## src/rtl/rrjs_pkg.sv

```systemverilog
// Shared types, constants and helpers of the round-robin job scheduler.
`timescale 1ns / 1ps
`default_nettype none
package rrjs_pkg;

    // Default sizing
    localparam int QUEUE_DEPTH_DEF = 64;
    localparam int CPU_SLOTS_DEF   = 4;

    // Configuration register indexes
    localparam logic [1:0] CFG_PROC_COUNT = 2'd0;
    localparam logic [1:0] CFG_QUANTUM    = 2'd1;
    localparam logic [1:0] CFG_PENALTY    = 2'd2;
    localparam logic [1:0] CFG_MAX_BURST  = 2'd3;

    // Configuration reset values
    localparam logic [2:0]  PROC_COUNT_RST = 3'd4;
    localparam logic [15:0] QUANTUM_RST    = 16'd50;
    localparam logic [7:0]  PENALTY_RST    = 8'd10;
    localparam logic [15:0] MAX_BURST_RST  = 16'd11000;

    // Result status codes
    localparam logic STATUS_DONE = 1'b0;
    localparam logic STATUS_DROP = 1'b1;

    // Commands from the controller to the datapath
    typedef struct packed {
        logic arrive;
        logic disp_rd;
        logic disp_ld;
        logic serve;
        logic emit;
        logic finish;
    } rr_cmd_t;

    // Status from the datapath to the controller
    typedef struct packed {
        logic disp_ok;
    } rr_stat_t;

    // One ready-queue entry
    typedef struct packed {
        logic [5:0]  job_id;
        logic [15:0] remaining;
        logic [31:0] wait_sum;
        logic [31:0] enq_tick;
    } rr_entry_t;

    // Saturating 32-bit add
    function automatic logic [31:0] sat_add32(input logic [31:0] a, input logic [31:0] b);
        logic [32:0] s;
        s = {1'b0, a} + {1'b0, b};
        return s[32] ? 32'hFFFF_FFFF : s[31:0];
    endfunction

endpackage
`default_nettype wire

```

## src/rtl/rrjs_ctrl.sv

```systemverilog
// Controller state machine that sequences the steps of one tick.
`timescale 1ns / 1ps
`default_nettype none
module rrjs_ctrl #(
    parameter int CPU_SLOTS = rrjs_pkg::CPU_SLOTS_DEF
) (
    input  wire logic                           clk,
    input  wire logic                           rst_n,
    input  wire logic                           start,
    output logic                                busy,
    input  wire rrjs_pkg::rr_stat_t             stat,
    output rrjs_pkg::rr_cmd_t                   cmd,
    output logic [$clog2(CPU_SLOTS+1)-1:0]      idx
);
    import rrjs_pkg::*;

    localparam int CW = $clog2(CPU_SLOTS + 1);
    localparam logic [CW-1:0] LAST_IDX = CW'(CPU_SLOTS);
    localparam logic [CW-1:0] SRV_LAST = CW'(CPU_SLOTS - 1);

    typedef enum logic [2:0] {
        ST_IDLE,
        ST_DISP_CHK,
        ST_DISP_LD,
        ST_SERVE,
        ST_EMIT
    } state_t;

    state_t          state_reg, state_next;
    logic [CW-1:0]   idx_reg, idx_next;
    logic            busy_reg, busy_next;

    // Decode commands from the current step
    always_comb
    begin
        cmd         = '0;
        cmd.arrive  = (state_reg == ST_IDLE) && start;
        cmd.disp_rd = (state_reg == ST_DISP_CHK) && (idx_reg != LAST_IDX) && stat.disp_ok;
        cmd.disp_ld = (state_reg == ST_DISP_LD);
        cmd.serve   = (state_reg == ST_SERVE);
        cmd.emit    = (state_reg == ST_EMIT);
        cmd.finish  = (state_reg == ST_EMIT) && (idx_reg == LAST_IDX);
    end

    // Advance through dispatch, service and result phases
    always_comb
    begin
        state_next = state_reg;
        idx_next   = idx_reg;
        case (state_reg)
            ST_IDLE:
            begin
                if (start)
                begin
                    state_next = ST_DISP_CHK;
                    idx_next   = '0;
                end
            end
            ST_DISP_CHK:
            begin
                if (idx_reg == LAST_IDX)
                begin
                    state_next = ST_SERVE;
                    idx_next   = '0;
                end
                else if (stat.disp_ok)
                begin
                    state_next = ST_DISP_LD;
                end
                else
                begin
                    idx_next = idx_reg + CW'(1);
                end
            end
            ST_DISP_LD:
            begin
                state_next = ST_DISP_CHK;
                idx_next   = idx_reg + CW'(1);
            end
            ST_SERVE:
            begin
                if (idx_reg == SRV_LAST)
                begin
                    state_next = ST_EMIT;
                    idx_next   = '0;
                end
                else
                begin
                    idx_next = idx_reg + CW'(1);
                end
            end
            ST_EMIT:
            begin
                if (idx_reg == LAST_IDX)
                begin
                    state_next = ST_IDLE;
                    idx_next   = '0;
                end
                else
                begin
                    idx_next = idx_reg + CW'(1);
                end
            end
            default:
            begin
                state_next = ST_IDLE;
                idx_next   = '0;
            end
        endcase
        busy_next = (state_next != ST_IDLE);
    end

    // Hold state, index and busy flag
    always_ff @(posedge clk or negedge rst_n)
    begin
        if (!rst_n)
        begin
            state_reg <= ST_IDLE;
            idx_reg   <= '0;
            busy_reg  <= 1'b0;
        end
        else
        begin
            state_reg <= state_next;
            idx_reg   <= idx_next;
            busy_reg  <= busy_next;
        end
    end

    assign busy = busy_reg;
    assign idx  = idx_reg;

endmodule
`default_nettype wire

```

## config.mk

```make
export PLATFORM = sky130hd
export DESIGN_NAME = rrjs_ctrl
export DESIGN_NICKNAME = d
export VERILOG_FILES = /design/src/rtl/rrjs_pkg.sv /design/src/rtl/rrjs_ctrl.sv
export SDC_FILE = /design/constraint.sdc
export NUM_CORES = 1
export LEC_CHECK = 0
export BUFFER_PORTS_ARGS = -buffer_cell sky130_fd_sc_hd__buf_2
export CORE_AREA = 2 2 39 41
export DETAILED_ROUTE_END_ITERATION = 7
export DIE_AREA = 0 0 41 43
export GPL_TIMING_DRIVEN = 1
export PLACE_DENSITY = 0.57
export SYNTH_ARGS = -nofsm -noshare
export SYNTH_HDL_FRONTEND = slang
export SYNTH_SLANG_ARGS = --single-unit
```

## constraint.sdc

```tcl
create_clock -name clk -period 2.3 [get_ports clk]
set_input_delay 0.23 -clock clk [delete_from_list [all_inputs] [get_ports clk]]
set_output_delay 0.23 -clock clk [all_outputs]
set_load 0.05 [all_outputs]
```

==> flow_summary.json <==
{
  "fin_nets": 79,
  "worstPathRequired_ns": 2.07,
  "synth.area.top_cells": "dfrtp_1 35%, ha_1 10%, inv_1 6.1%",
  "pin_count": 14,
  "p_per_area_nw_per_um2": 1550,
  "grt_pass1_vias": 367,
  "min_period_over_period": 0.809,
  "synth_edf_count": 0,
  "p_total_mw": 0.938,
  "crit_path_end_kind": "output pin",
  "clockRootBuffer": "clkbuf_4",
  "synth.distinct_cells": 26,
  "start_kind": "flop",
  "syn_inst": 54,
  "fin_setup_tns_ns": 0,
  "yosys-top-cells-count": "8 x inv_1, 7 x dfrtp_1, 5 x nand2_1",
  "drv_cap": 0,
  "drtAntennaViolNets": 0,
  "grt_pass1_wl_um": 1540,
  "area_delta_synth_final_pct": 22.5,
  "synth_ff_type": "dfrtp_1",
  "placed_area_um2": 571,
  "worstPathMaxFanout": 3,
  "final_area_um2": 607,
  "drive_gt1_frac": 0.329,
  "worst_pin_slew_ns": 0.363,
  "dr.pass1.iters": 4,
  "wl_per_cell_um": 11.8,
  "synth.top_cell.area_share": 0.354,
  "antenna_found_initial": 0,
  "cts_max_level": 1,
  "drc_errors": 0,
  "hp-class": "in -> reg",
  "cts_tree": "done",
  "clk_pin_slew_ns": 0.05,
  "cts_buffers": 3,
  "rrSetupSlack_ns": 0.74,
  "dp_cells": 81,
  "portBuffers": 13,
  "status": "completed",
  "synth_area_leader_cell": "dfrtp_1",
  "pwr-share-clk": 0.116,
  "synth_nets": 62,
  "grt_max_degree": 12,
  "crit_arrival_ns": 1.63,
  "yosysWarnings": 0,
  "cts_resized": 0,
  "p_int_mw": 0.433,
  "p_sw_mw": 0.504,
  "dp_hpwl_um": 800,
  "track_usage": 0.130,
  "via_per_inst": 5.03,
  "cts_buffer_depth": 2,
  "die_w_um": 41,
  "netSwitchingFraction": 0.538,
  "rows": 14,
  "clock.fmax_ghz": 0.538,
  "setup_viol": 0,
  "hold_viol": 0,
  "ys_seq_elements": 7,
  "fin_cells": 86,
  "p_leak_nw": 0.307,
  "n_antenna_cell": 0,
  "finalCriticalPeriod_ns": 1.86,
  "clock_skew_ns": 0.00160,
  "slew_violations": 0,
  "synth_area_per_cell_um2": 9.18,
  "initialDrtViolationCount": 4,
  "gp_congestion": 0.790,
  "vias": 433,
  "comb_power_share": 0.614,
  "rsz0062_at_grt": "no",
  "final_util": 0.439,
  "core-area_um2": 1380,
  "peakVddDrop_mv": 0.525,
  "synth.most_common_cell": "inv_1",
  "die-area_um2": 1760,
  "dieHeight_um": 43,
  "ys_async_sr_fraction": 1.00,
  "routed_wl_um": 1010,
  "start_util": 0.358,
  "clk_latency_ns": 0.24,
  "path_class": "reg -> out",
  "synth_seq_area_share": 0.354,
  "pwr-share-seq": 0.270,
  "cts_sinks": 7,
  "grt_overflow_total": 0,
  "syn_area_um2": 495,
  "slew_headroom": 0.758
}
-- path summary, 6_finish.rpt --
| check | from | endpoint | cells after the start |
|---|---|---|---|
| setup reg to reg | idx[0] | idx[0] | 6 |
| min in group asynchronous | rst_n | state_reg[0] | 2 |
| hold / removal | stat | state_reg[1] | 3 |
| max in group asynchronous | rst_n | idx[0] | 2 |
| hold reg to reg | idx[1] | idx[1] | 1 |
| setup / recovery | idx[0] | cmd[4] | 6 |
-- layer usage --
metal,share of wire,vias to the layer above,GRT usage
met3,0.033,2,0.0314
met5,0,-,0
li1,-,219,-
met4,0.014,0,0.0600
met1,0.49,203,0.182
met2,0.46,9,0.181
-- per-stage QoR --
| step | worst slack [ns] | hold slack (ns) |
|---|---|---|
| final | 0.440 | 0.266 |
| after detailed placement | 0.697 | 0.0687 |
| after global placement | 0.746 | 0.0662 |
| after global routing | 0.320 | 0.273 |
| after floorplan | 0.0958 | -0.0656 |
| after CTS | 0.422 | 0.263 |
-- critical path, cell delays in order (launching register included) --
cell,delay [ns]
dfrtp_1,0.36
inv_1,0.08
ha_1,0.22
a21oi_1,0.23
nand2_1,0.14
nor2_1,0.09
buf_2,0.26
-- cells in the final DEF (no fill, tap or decap), drive strengths merged --
cell,instances
clkbuf,4
o211ai,1
a22o,2
buf,13
mux2,1
nand2,5
or2b,1
dfrtp,7
a21boi,2
or4,1
nor4b,1
or3b,1
nor2,4
a21oi,3
dlygate4sd3,1
o21ai,3
o2bb2ai,1
nand2b,2
inv,8
ha,4
o21a,1
nor3,2
a221oi,1
a211oi,1
-- timing repair --
action | in CTS | in global routing
hold buffers | 1 | 0
setup buffers | 0 | 0
endpoints found under the hold margin | 7 | 0
-- power by group through the flow --
stage               clock, mW  combinational, mW  sequential, mW
global placement            0              0.579           0.252
CTS                     0.111              0.582           0.252
finish                  0.109              0.576           0.253
detailed placement          0              0.577           0.254
global route            0.119              0.628           0.265
floorplan                   0              0.423           0.305
-- cells by family after synthesis --
kind of cell    share of synthesized area
compound gates                      0.232
mux                                0.0303
fa+ha+maj                           0.101
buf+inv                            0.0934
simple gates                        0.189
flops                               0.354
-- final cells by class --
class	count	area (um2)
Tap cell	16	20.0
Timing Repair Buffer	14	75.1
Inverter	8	30.0
Fill cell	143	777
Sequential cell	7	175
Multi-Input combinational cell	37	280
Clock buffer	4	26.3
Note: power is estimated with default switching activity, not from simulation.
